File: config.mk
export PLATFORM = sky130hd
export DESIGN_NAME = spi_flash_command_framer_core
export DESIGN_NICKNAME = d
export VERILOG_FILES = /design/src/hdl/sfcf_pkg.sv /design/src/hdl/sfcf_front.sv /design/src/hdl/sfcf_queue.sv /design/src/hdl/sfcf_back.sv /design/src/hdl/spi_flash_command_framer_core.sv
export SDC_FILE = /design/constraint.sdc
export NUM_CORES = 1
export LEC_CHECK = 0
export ABC_AREA = 0
export BUFFER_PORTS_ARGS = -buffer_cell sky130_fd_sc_hd__buf_4
export CAP_MARGIN = 10
export CORE_ASPECT_RATIO = 0.7
export CORE_UTILIZATION = 35
export DETAILED_ROUTE_END_ITERATION = 10
export PLACE_DENSITY = 0.51
export SLEW_MARGIN = 20
export SYNTH_ARGS = -nofsm -noshare
export SYNTH_HDL_FRONTEND = slang
export SYNTH_SLANG_ARGS = --single-unit
export TNS_END_PERCENT = 1
File: constraint.sdc
create_clock -name clk -period 7.8 [get_ports clk]
set_clock_uncertainty 0.1 [all_clocks]
set_input_delay 0.78 -clock clk [delete_from_list [all_inputs] [get_ports clk]]
set_output_delay 0.78 -clock clk [all_outputs]
set_load 0.1 [all_outputs]
File: src/hdl/sfcf_pkg.sv
// Shared types and constants for the SPI flash command framer.
// Used by every module under hdl; no dependencies of its own.
`default_nettype none
package sfcf_pkg;

  localparam int MAX_RESULTS = 5;
  localparam int IDX_W       = 3;   // holds 0..MAX_RESULTS
  localparam int ID_BYTES    = 4;
  localparam int QUEUE_DEPTH = 4;
  localparam int QPTR_W      = 2;
  localparam int POLL_W      = 25;

  localparam logic [7:0]        DUMMY_BYTE = 8'hA5;
  localparam logic [7:0]        NO_OPCODE  = 8'hFF;
  localparam logic [POLL_W-1:0] POLL_LIMIT = 25'h100_0000;

  // register reset values
  localparam logic [4:0] RST_PAGE_SHIFT = 5'd8;
  localparam logic [7:0] RST_READ_OP    = 8'h03;
  localparam logic [7:0] RST_ID_OP      = 8'h9F;
  localparam logic [7:0] RST_PROG_OP    = 8'h02;
  localparam logic [7:0] RST_WREN_OP    = 8'h06;
  localparam logic [7:0] RST_ERASE_OP   = 8'hD8;
  localparam logic [7:0] RST_STATUS_OP  = 8'h05;
  localparam logic [3:0] RST_BUSY_SEL   = 4'd8;

  typedef enum logic [2:0] {
    CMD_READ_ID         = 3'd0,
    CMD_READ_BEGIN      = 3'd1,
    CMD_READ_NEXT       = 3'd2,
    CMD_PROGRAM_BEGIN   = 3'd3,
    CMD_PROGRAM_BYTE    = 3'd4,
    CMD_ERASE           = 3'd5,
    CMD_STATUS_REQUEST  = 3'd6,
    CMD_STATUS_RESPONSE = 3'd7
  } cmd_t;

  typedef enum logic [2:0] {
    REG_PAGE_SHIFT  = 3'd0,
    REG_READ_OP     = 3'd1,
    REG_ID_OP       = 3'd2,
    REG_PROG_OP     = 3'd3,
    REG_WREN_OP     = 3'd4,
    REG_ERASE_OP    = 3'd5,
    REG_STATUS_OP   = 3'd6,
    REG_BUSY_SEL    = 3'd7
  } reg_idx_t;

  typedef enum logic [1:0] {
    STAT_READY   = 2'd0,
    STAT_BUSY    = 2'd1,
    STAT_TIMEOUT = 2'd2
  } stat_t;

  // One classified command: the full list of results it expands into.
  typedef struct packed {
    logic                              is_status;
    stat_t                             status;
    logic [IDX_W-1:0]                  count;
    logic [MAX_RESULTS-1:0]            rel;
    logic [MAX_RESULTS-1:0][7:0]       bytes;
  } desc_t;

endpackage
`default_nettype wire

File: src/hdl/sfcf_front.sv
// Front end: configuration registers, command classification, address
// formation and busy polling. Emits one descriptor per accepted command. Uses sfcf_pkg.
`default_nettype none
module sfcf_front (
  input  wire logic               clk,
  input  wire logic               rst,
  input  wire logic               cfg_write,
  input  wire logic [2:0]         cfg_index,
  input  wire logic [7:0]         cfg_data,
  input  wire logic               accept,
  input  wire logic [2:0]         cmd,
  input  wire logic [23:0]        page,
  input  wire logic [15:0]        column,
  input  wire logic [7:0]         data_byte,
  input  wire logic               end_frame,
  input  wire logic [7:0]         rx_status,
  input  wire logic               wait_mode,
  output sfcf_pkg::desc_t         desc
);

  logic [4:0] page_shift;
  logic [7:0] read_opcode;
  logic [7:0] id_opcode;
  logic [7:0] program_opcode;
  logic [7:0] write_enable_opcode;
  logic [7:0] erase_opcode;
  logic [7:0] status_opcode;
  logic [3:0] busy_select;
  logic [sfcf_pkg::POLL_W-1:0] poll_count;
  logic [sfcf_pkg::POLL_W-1:0] poll_count_next;

  logic [23:0] paddr;
  logic [23:0] raddr;
  logic        wren_on;
  logic        busy;
  sfcf_pkg::cmd_t cmd_q;

  assign cmd_q   = sfcf_pkg::cmd_t'(cmd);
  assign paddr   = page << page_shift;
  assign raddr   = paddr + {8'd0, column};
  assign wren_on = (write_enable_opcode != sfcf_pkg::NO_OPCODE);
  assign busy    = (rx_status[busy_select[2:0]] == busy_select[3]);

  always_ff @(posedge clk) begin
    if (rst) begin
      page_shift          <= sfcf_pkg::RST_PAGE_SHIFT;
      read_opcode         <= sfcf_pkg::RST_READ_OP;
      id_opcode           <= sfcf_pkg::RST_ID_OP;
      program_opcode      <= sfcf_pkg::RST_PROG_OP;
      write_enable_opcode <= sfcf_pkg::RST_WREN_OP;
      erase_opcode        <= sfcf_pkg::RST_ERASE_OP;
      status_opcode       <= sfcf_pkg::RST_STATUS_OP;
      busy_select         <= sfcf_pkg::RST_BUSY_SEL;
    end else if (cfg_write) begin
      case (sfcf_pkg::reg_idx_t'(cfg_index))
        sfcf_pkg::REG_PAGE_SHIFT: page_shift          <= cfg_data[4:0];
        sfcf_pkg::REG_READ_OP:    read_opcode         <= cfg_data;
        sfcf_pkg::REG_ID_OP:      id_opcode           <= cfg_data;
        sfcf_pkg::REG_PROG_OP:    program_opcode      <= cfg_data;
        sfcf_pkg::REG_WREN_OP:    write_enable_opcode <= cfg_data;
        sfcf_pkg::REG_ERASE_OP:   erase_opcode        <= cfg_data;
        sfcf_pkg::REG_STATUS_OP:  status_opcode       <= cfg_data;
        sfcf_pkg::REG_BUSY_SEL:   busy_select         <= cfg_data[3:0];
        default: ;
      endcase
    end
  end

  always_ff @(posedge clk) begin
    if (rst) begin
      poll_count <= '0;
    end else if (accept) begin
      poll_count <= poll_count_next;
    end
  end

  always_comb begin
    desc            = '0;
    desc.status     = sfcf_pkg::STAT_READY;
    poll_count_next = poll_count;
    case (cmd_q)
      sfcf_pkg::CMD_READ_ID: begin
        desc.bytes[0] = id_opcode;
        for (int i = 1; i < sfcf_pkg::MAX_RESULTS; i++) begin
          desc.bytes[i] = sfcf_pkg::DUMMY_BYTE;
        end
        desc.rel[sfcf_pkg::ID_BYTES] = 1'b1;
        desc.count = sfcf_pkg::IDX_W'(sfcf_pkg::ID_BYTES + 1);
      end
      sfcf_pkg::CMD_READ_BEGIN: begin
        desc.bytes = {sfcf_pkg::DUMMY_BYTE, raddr[7:0], raddr[15:8], raddr[23:16],
                      read_opcode};
        desc.count = sfcf_pkg::IDX_W'(5);
      end
      sfcf_pkg::CMD_READ_NEXT: begin
        desc.bytes[0] = sfcf_pkg::DUMMY_BYTE;
        desc.rel[0]   = end_frame;
        desc.count    = sfcf_pkg::IDX_W'(1);
      end
      sfcf_pkg::CMD_PROGRAM_BEGIN: begin
        if (wren_on) begin
          desc.bytes = {paddr[7:0], paddr[15:8], paddr[23:16], program_opcode,
                        write_enable_opcode};
          desc.rel   = 5'b00001;
          desc.count = sfcf_pkg::IDX_W'(5);
        end else begin
          desc.bytes = {8'h00, paddr[7:0], paddr[15:8], paddr[23:16], program_opcode};
          desc.count = sfcf_pkg::IDX_W'(4);
        end
      end
      sfcf_pkg::CMD_PROGRAM_BYTE: begin
        desc.bytes[0] = data_byte;
        desc.rel[0]   = end_frame;
        desc.count    = sfcf_pkg::IDX_W'(1);
      end
      sfcf_pkg::CMD_ERASE: begin
        poll_count_next = '0;
        if (wren_on) begin
          desc.bytes = {paddr[7:0], paddr[15:8], paddr[23:16], erase_opcode,
                        write_enable_opcode};
          desc.rel   = 5'b10001;
          desc.count = sfcf_pkg::IDX_W'(5);
        end else begin
          desc.bytes = {8'h00, paddr[7:0], paddr[15:8], paddr[23:16], erase_opcode};
          desc.rel   = 5'b01000;
          desc.count = sfcf_pkg::IDX_W'(4);
        end
      end
      sfcf_pkg::CMD_STATUS_REQUEST: begin
        desc.bytes[0] = status_opcode;
        desc.bytes[1] = sfcf_pkg::DUMMY_BYTE;
        desc.rel[1]   = 1'b1;
        desc.count    = sfcf_pkg::IDX_W'(2);
      end
      sfcf_pkg::CMD_STATUS_RESPONSE: begin
        desc.is_status = 1'b1;
        desc.count     = sfcf_pkg::IDX_W'(1);
        if (!busy) begin
          desc.status = sfcf_pkg::STAT_READY;
          if (wait_mode) poll_count_next = '0;
        end else if (!wait_mode) begin
          desc.status = sfcf_pkg::STAT_BUSY;
        end else if (poll_count >= sfcf_pkg::POLL_LIMIT) begin
          desc.status     = sfcf_pkg::STAT_TIMEOUT;
          poll_count_next = '0;
        end else begin
          desc.status     = sfcf_pkg::STAT_BUSY;
          poll_count_next = poll_count + 1'b1;
        end
      end
      default: ;
    endcase
  end

endmodule
`default_nettype wire

File: src/hdl/sfcf_queue.sv
// Small descriptor queue between the front end and the byte sequencer.
// Uses sfcf_pkg for the descriptor type and depth.
`default_nettype none
module sfcf_queue (
  input  wire logic            clk,
  input  wire logic            rst,
  input  wire logic            wr_en,
  input  wire sfcf_pkg::desc_t wr_data,
  output logic                 full,
  input  wire logic            rd_en,
  output sfcf_pkg::desc_t      rd_data,
  output logic                 empty
);

  sfcf_pkg::desc_t mem [sfcf_pkg::QUEUE_DEPTH];
  logic [sfcf_pkg::QPTR_W-1:0] wr_ptr;
  logic [sfcf_pkg::QPTR_W-1:0] rd_ptr;
  logic [sfcf_pkg::QPTR_W:0]   fill;

  assign full    = (fill == (sfcf_pkg::QPTR_W+1)'(sfcf_pkg::QUEUE_DEPTH));
  assign empty   = (fill == '0);
  assign rd_data = mem[rd_ptr];

  always_ff @(posedge clk) begin
    if (wr_en) mem[wr_ptr] <= wr_data;
  end

  always_ff @(posedge clk) begin
    if (rst) begin
      wr_ptr <= '0;
      rd_ptr <= '0;
      fill   <= '0;
    end else begin
      if (wr_en) wr_ptr <= wr_ptr + 1'b1;
      if (rd_en) rd_ptr <= rd_ptr + 1'b1;
      case ({wr_en, rd_en})
        2'b10:   fill <= fill + 1'b1;
        2'b01:   fill <= fill - 1'b1;
        default: ;
      endcase
    end
  end

endmodule
`default_nettype wire

File: src/hdl/sfcf_back.sv
// Back end: walks each queued descriptor one result at a time into the
// output register. Uses sfcf_pkg.
`default_nettype none
module sfcf_back (
  input  wire logic            clk,
  input  wire logic            rst,
  input  wire sfcf_pkg::desc_t head,
  input  wire logic            head_valid,
  output logic                 head_done,
  output logic                 empty,
  input  wire logic            pop,
  output logic                 byte_valid,
  output logic [7:0]           tx_byte,
  output logic                 release_select,
  output logic                 status_valid,
  output logic [1:0]           device_state,
  output logic                 last
);

  logic                       out_valid;
  logic [sfcf_pkg::IDX_W-1:0] idx;
  logic                       load;
  logic                       at_end;

  assign empty     = !out_valid;
  assign load      = head_valid && (!out_valid || pop);
  assign at_end    = (idx == head.count - 1'b1);
  assign head_done = load && at_end;

  always_ff @(posedge clk) begin
    if (rst) begin
      out_valid <= 1'b0;
      idx       <= '0;
    end else begin
      if (load) begin
        out_valid <= 1'b1;
        idx       <= at_end ? '0 : idx + 1'b1;
      end else if (pop) begin
        out_valid <= 1'b0;
      end
    end
  end

  always_ff @(posedge clk) begin
    if (load) begin
      last <= at_end;
      if (head.is_status) begin
        byte_valid     <= 1'b0;
        tx_byte        <= 8'h00;
        release_select <= 1'b0;
        status_valid   <= 1'b1;
        device_state   <= head.status;
      end else begin
        byte_valid     <= 1'b1;
        tx_byte        <= head.bytes[idx];
        release_select <= head.rel[idx];
        status_valid   <= 1'b0;
        device_state   <= sfcf_pkg::STAT_READY;
      end
    end
  end

endmodule
`default_nettype wire

File: src/hdl/spi_flash_command_framer_core.sv
// Top level of the SPI flash command framer.
// Instantiates sfcf_front, sfcf_queue and sfcf_back; uses sfcf_pkg.
`default_nettype none
// Each accepted command is classified in the cycle it is pushed and turned
// into a descriptor holding every byte it produces; a four-entry queue holds
// descriptors until the sequencer walks them out, one result per cycle while
// pop keeps up. A command yields as many results as its descriptor holds: 1
// for read_next, program_byte and status_response, 2 for status_request, 4
// or 5 for the others. Push is taken every cycle while the queue has room, so
// the sustained rate is set by the output side at one result per clock while
// pop keeps up. A command's first result goes through the queue and then
// the output register. Configuration writes take effect on the next edge and
// should only be made when the block is idle.
module spi_flash_command_framer_core (
  input  wire logic        clk,
  input  wire logic        rst,
  input  wire logic        cfg_write,
  input  wire logic [2:0]  cfg_index,
  input  wire logic [7:0]  cfg_data,
  input  wire logic        push,
  output logic             full,
  input  wire logic [2:0]  cmd,
  input  wire logic [23:0] page,
  input  wire logic [15:0] column,
  input  wire logic [7:0]  data_byte,
  input  wire logic        end_frame,
  input  wire logic [7:0]  rx_status,
  input  wire logic        wait_mode,
  output logic             empty,
  input  wire logic        pop,
  output logic             byte_valid,
  output logic [7:0]       tx_byte,
  output logic             release_select,
  output logic             status_valid,
  output logic [1:0]       device_state,
  output logic             last
);

  logic            accept;
  sfcf_pkg::desc_t new_desc;
  sfcf_pkg::desc_t head;
  logic            q_empty;
  logic            head_done;

  assign accept = push && !full;

  sfcf_front u_front (
    .clk       (clk),
    .rst       (rst),
    .cfg_write (cfg_write),
    .cfg_index (cfg_index),
    .cfg_data  (cfg_data),
    .accept    (accept),
    .cmd       (cmd),
    .page      (page),
    .column    (column),
    .data_byte (data_byte),
    .end_frame (end_frame),
    .rx_status (rx_status),
    .wait_mode (wait_mode),
    .desc      (new_desc)
  );

  sfcf_queue u_queue (
    .clk     (clk),
    .rst     (rst),
    .wr_en   (accept),
    .wr_data (new_desc),
    .full    (full),
    .rd_en   (head_done),
    .rd_data (head),
    .empty   (q_empty)
  );

  sfcf_back u_back (
    .clk            (clk),
    .rst            (rst),
    .head           (head),
    .head_valid     (!q_empty),
    .head_done      (head_done),
    .empty          (empty),
    .pop            (pop),
    .byte_valid     (byte_valid),
    .tx_byte        (tx_byte),
    .release_select (release_select),
    .status_valid   (status_valid),
    .device_state   (device_state),
    .last           (last)
  );

endmodule
`default_nettype wire
=== Word-level counts from Yosys, hierarchy flattened ===
Memory sizes are Yosys's and may differ from the RTL's. A register that Yosys moved wholly into a read port is not among the register bits.
Index checks and enable logic that the tools add are counted.

* Flip-flop bits (word level): 107
* Memory bits (writable): 204
* Input port bits: 77
* Output and inout bits: 16
* Logic and storage cells: 117
* Memories kept: 1

* Add/sub/neg operators: 8
* $lt $le $gt $ge: 3
* Eq/ne operators: 21
* Shifts and indexed selects: 1
* Muxes and demuxes: 37
* Reductions and logical operators: 26

{| class="wikitable"
|+ Memory list
! memory !! words !! bits a word !! read ports !! clocked after memory_dff !! write ports !! RTL line !! source
|-
| u_queue.mem || 4 || 51 || 1 || 1 || 1 || sfcf_queue.sv:15 || <nowiki>sfcf_pkg::desc_t mem [sfcf_pkg::QUEUE_DEPTH];</nowiki>
|}

{| class="wikitable"
|+ Operators with widths
! cell !! count
|-
| $mux W25 || 4
|-
| $pmux W24 S4 || 1
|-
| $pmux W8 S7 || 1
|-
| $pmux W25 S2 || 1
|-
| $mux W46 || 1
|-
| $mux W40 || 1
|-
| $pmux W8 S4 || 1
|-
| $eq A3 B3 Y1 const B || 9
|-
| $add A25 B1 Y25 const B || 1
|-
| $ge A25 B25 Y1 const B || 1
|-
| $add A24 B16 Y24 || 1
|-
| $bmux W8 S3 || 1
|-
| $shl A24 B5 Y24 || 1
|-
| $reduce_and A2 Y1 || 8
|-
| $pmux W3 S5 || 1
|-
| $eq A3 B2 Y1 const B || 4
|-
| $mux W1 || 10
|-
| $mux W2 || 5
|-
| $logic_not A3 Y1 || 3
|-
| $pmux W1 S3 || 3
|-
| $lt A3 B4 Y1 const B || 2
|-
| $mux W8 || 1
|-
| $ne A8 B8 Y1 const B || 1
|-
| $add A3 B1 Y3 const B || 2
|-
| 19 further kinds || 32
|}

=== Longest topological paths before layout ===
* Depth in word-level cells: 6
* Mapped depth: 21
* Gate-level depth less buffers: 17

=== Modules after synthesis ===
From an unflattened synthesis, not the netlist that was laid out.

* Cell total of the unflattened synthesis: 1308
* Area total of the unflattened synthesis: 15770.1 um2

{| class="wikitable"
|+ Modules (own cells, without submodules)
! module !! instances !! cells an instance !! area an instance (um2) !! seq. area each (um2)
|-
| sfcf_queue || 1 || 314 || 7852.5 || 6306.0
|-
| sfcf_front || 1 || 922 || 6887.9 || 1641.6
|-
| sfcf_back || 1 || 70 || 1012.2 || 500.5
|-
| spi_flash_command_framer_core || 1 || 2 || 17.5 || 0.0
|}

=== Least setup slack after synthesis ===
No wires, ideal clock.

* Kind: flip-flop to flip-flop
* Start point: register (tool-made name)
* End point: register u_queue.fill[2] in the netlist's numbering
* Setup time: 70 ps
* Arrival: 4478 ps
* Required time: 7630 ps
* Setup slack: 3152 ps
* Stages on the path, launching flop included: 17
* Buffers on the path: 4
* Period minus slack after synthesis: 4648 ps
* Path through: dfxtp_1 clkbuf_1 buf_2 clkbuf_1 buf_1 mux4_2 inv_1 ha_1 xnor2_1 nor3_1 and2_0 ha_1 inv_1 fa_1 xor2_1 or3_1 a21oi_1

{| class="wikitable"
|+ RTL lines
! element !! RTL line !! source
|-
| end signal, assigned || sfcf_queue.sv:37 || <nowiki>2'b10: fill <= fill + 1'b1;</nowiki>
|-
| end signal, assigned || sfcf_queue.sv:38 || <nowiki>2'b01: fill <= fill - 1'b1;</nowiki>
|-
| end, declared || sfcf_queue.sv:18 || <nowiki>logic [sfcf_pkg::QPTR_W:0] fill;</nowiki>
|}

==> flow_summary.yaml <==
run_status:
  status: "completed"
synthesis:
  yosysWarnings: 0
  synth_mux_area_share_pct: 16.4
  synth_fa_ha_area_share_pct: 2.09
  synthDistinctLibCells: 85
  ys_seq_elements: 309
  async_flop_share_pct: 0
  synthSimpleGateAreaFrac_pct: 12.6
  synth_compound_area_share_pct: 9.93
  syn_inst: 1320
  synth.cell_area_um2: 15700
  synth_edf_count: 214
  synthFlopType: "edfxtp_1"
  ys_seq_area_share_pct: 53.1
  syn-num-nets: 1417
  synth-xor-area-share_pct: 2.68
  syn_avg_cell_area_um2: 11.9
  synth_top_family_by_area: "multiplexers"
sta:
  worst_pin_slew_ns: 1.16
  setup_tns_ns: 0
  finalCriticalPeriod_ns: 4.89
  fmax_mhz: 204
  finalHoldViolations: 0
  slew_headroom_pct: 21.9
  final-setup-viol-count: 0
  post-route-period-util_pct: 62.7
  rsz0062_at_grt: "false"
  slew_viol_final: 0
setup_path:
  crit_top_cell: "mux2i_1"
  cp_slowest_cell: "dfxtp_1"
  cpPeakStageDelay_ns: 0.51
  worst_setup_path_start_kind: "flip-flop"
  cp_max_fo: 27
  worst-setup-path-type: "flip-flop to flip-flop"
  crit_family: "compound AO/OA/AOI/OAI gates"
  crit_required_ns: 7.99
  cp-end-kind: "flip-flop"
  crit_buf_inv: 1
  cp_cell_sequence: "buf_4 > mux2i_1 > or3_1 > nor2_1 > ha_1 > a21o_1 > and2_1 > o211a_1 > maj3_2 > nor3b_2 > o211ai_2 > a221o_2 > a221oi_4 > mux2i_1 > nand3_1"
  cp_data_arrival_time_ns: 5.08
hold_path:
  hp-class: "flip-flop to flip-flop"
cts:
  numCtsBuffers: 31
  cts_resized: 0
  htreeDepth: 1
  cts_buffer_depth: 3
  clock_latency_ns: 0.59
  cts_root_buffer: "clkbuf_16"
  tritoncts: "built"
  clock-sinks: 309
  post-cts-setup-buffer-count: 0
  hold_buffers: 0
  clkSlewWorstSetupHoldPaths_ns: 0.07
detailed_routing:
  wl_met3_um: 2140
  top_layer: "met4"
  drt-vias-per-instance: 5.35
  route.detailed.drc: 0
  drt_iter0_markers: 997
  wl_met1_um: 21700
  wl_per_cell_um: 21.0
  met2_length_um: 17500
  drtAntennaViolNets: 0
  firstDrtPassIters: 5
  routed_wl_um: 41900
  vias: 10670
pwr:
  p_leak_uw: 0.00610
  irDropWorstVdd_uv: 170
  power_density_nw_per_um2: 263
global_route:
  overflow: 0
  grt_pass1_wl_um: 64200
  grt_antenna_before_repair: 0
  grt_start_max_net_pins: 52
  grtUsageTotal_pct: 18.6
  grt_pass1_vias: 10350
final_layout:
  post-route-cell-area_um2: 17800
  top_register: "u_queue.mem"
  final_common_cell: "edfxtp_1"
  antenna_cells: 0
  largest_registers: "u_queue.mem: 200 flops, u_front.poll_count: 25 flops"
  final_cell_mix: "edfxtp_1, nor2_1, nand2_1, buf_4, dfxtp_1"
  nets: 1473
  largest_reg_flops: 200
  area.growth.synth_to_final_pct: 13.5
  post-route-util_pct: 40.5
  layout-drive-gt1-share_pct: 18.9
floorplan:
  die_w_um: 255
  die_area_um2: 45600
  die_y_um: 179
  row_count: 64
  coreArea_um2: 44000
  io_pins: 93
  start_util_pct: 35.7
job:
  max_cap_violations: 0
placed_design:
  dpl-instance-area_um2: 16900
  io_buffers: 92
  dp_hpwl_um: 28900
  place.gp.congestion: 0.863
## path summary, 6_finish.rpt
kind | start | endpoint | slack (ns) | cells after the start
worst max-delay path | u_front.page_shift[0]$_SDFFE_PP0P_ | u_queue.mem[0][9]$_DFFE_PP_ | 2.91 | 15
worst min-delay path | u_front.id_opcode[2]$_SDFFE_PP1P_ | u_front.id_opcode[2]$_SDFFE_PP1P_ | 0.37 | 2
worst max register to register | u_front.page_shift[0]$_SDFFE_PP0P_ | u_queue.mem[0][9]$_DFFE_PP_ | 2.91 | 15
worst min register to register | u_front.id_opcode[2]$_SDFFE_PP1P_ | u_front.id_opcode[2]$_SDFFE_PP1P_ | 0.37 | 2
## area by class of cell
type / count / area [µm²]
Clock inverter: 19 / 128
Timing Repair Buffer: 103 / 773
Fill cell: 4187 / 26200
Clock buffer: 37 / 798
Multi-Input combinational cell: 895 / 6880
Sequential cell: 309 / 8330
Inverter: 36 / 135
Tap cell: 594 / 743
## stage by stage
stage                     instances  worst slack, ns  total power [µW]  hold slack, ns
after global routing           1993             2.59              4890           0.382
final                          1993             2.91              4680           0.372
after detailed placement       1937             2.94              3340           0.359
after global placement         1937             3.02              3330           0.351
after CTS                      1993             2.93              4740           0.350
after floorplan                1320             3.15              2970           0.333
## cell families after synthesis
| kind of cell | Yosys count |
|---|---|
| buf+inv | 116 |
| mux | 158 |
| simple gates | 428 |
| flops | 309 |
| compound gates | 235 |
| fa+ha+maj | 26 |
| xor+xnor | 48 |
## worst min-delay path: stages (launching register included)
cell	delay (ns)
dfxtp_1	0.32
mux2i_1	0.07
nand2_1	0.06
## power by group
part           switching (µW)  internal [µW]  total (µW)
Sequential               87.2           1960        2040
Combinational             810            430        1240
Clock                     638            760        1400
Total                    1540           3150        4680
## cells in the mapped netlist (4+ instances only)
cell | instances | area [µm²]
or3_1 | 7 | 43.8
buf_1 | 7 | 26.3
o21ai_0 | 35 | 175
xor2_1 | 16 | 140
clkbuf_1 | 57 | 214
nor2_1 | 139 | 522
mux2_2 | 9 | 101
nand2b_1 | 11 | 68.8
o211ai_1 | 4 | 30.0
mux2i_1 | 71 | 711
o21ai_1 | 8 | 40.0
nand2_1 | 135 | 507
and2_1 | 20 | 125
a21o_1 | 7 | 52.6
o32ai_1 | 5 | 43.8
o22ai_1 | 16 | 100
xnor2_1 | 32 | 280
a31o_2 | 4 | 35.0
nor2b_1 | 14 | 87.6
inv_1 | 33 | 124
buf_6 | 4 | 45.0
a22oi_1 | 17 | 128
buf_4 | 6 | 45.0
mux4_2 | 76 | 1710
and3_1 | 11 | 68.8
buf_2 | 5 | 25.0
dfxtp_1 | 95 | 1900
a221o_1 | 6 | 60.1
or2_2 | 8 | 50.1
maj3_1 | 4 | 40.0
nand4_1 | 6 | 37.5
edfxtp_1 | 214 | 6430
nand3_1 | 28 | 140
nor3_1 | 27 | 135
a211oi_1 | 12 | 90.1
a21oi_1 | 82 | 410
ha_1 | 18 | 225
## per-layer routing
layer | GRT usage (%) | vias up
li1 | - | 5045
met1 | 29.6 | 5328
met2 | 26.3 | 249
met3 | 3.16 | 48
met4 | 3.07 | 0
met5 | 0 | -
Note: power is estimated with default switching activity, not from simulation.
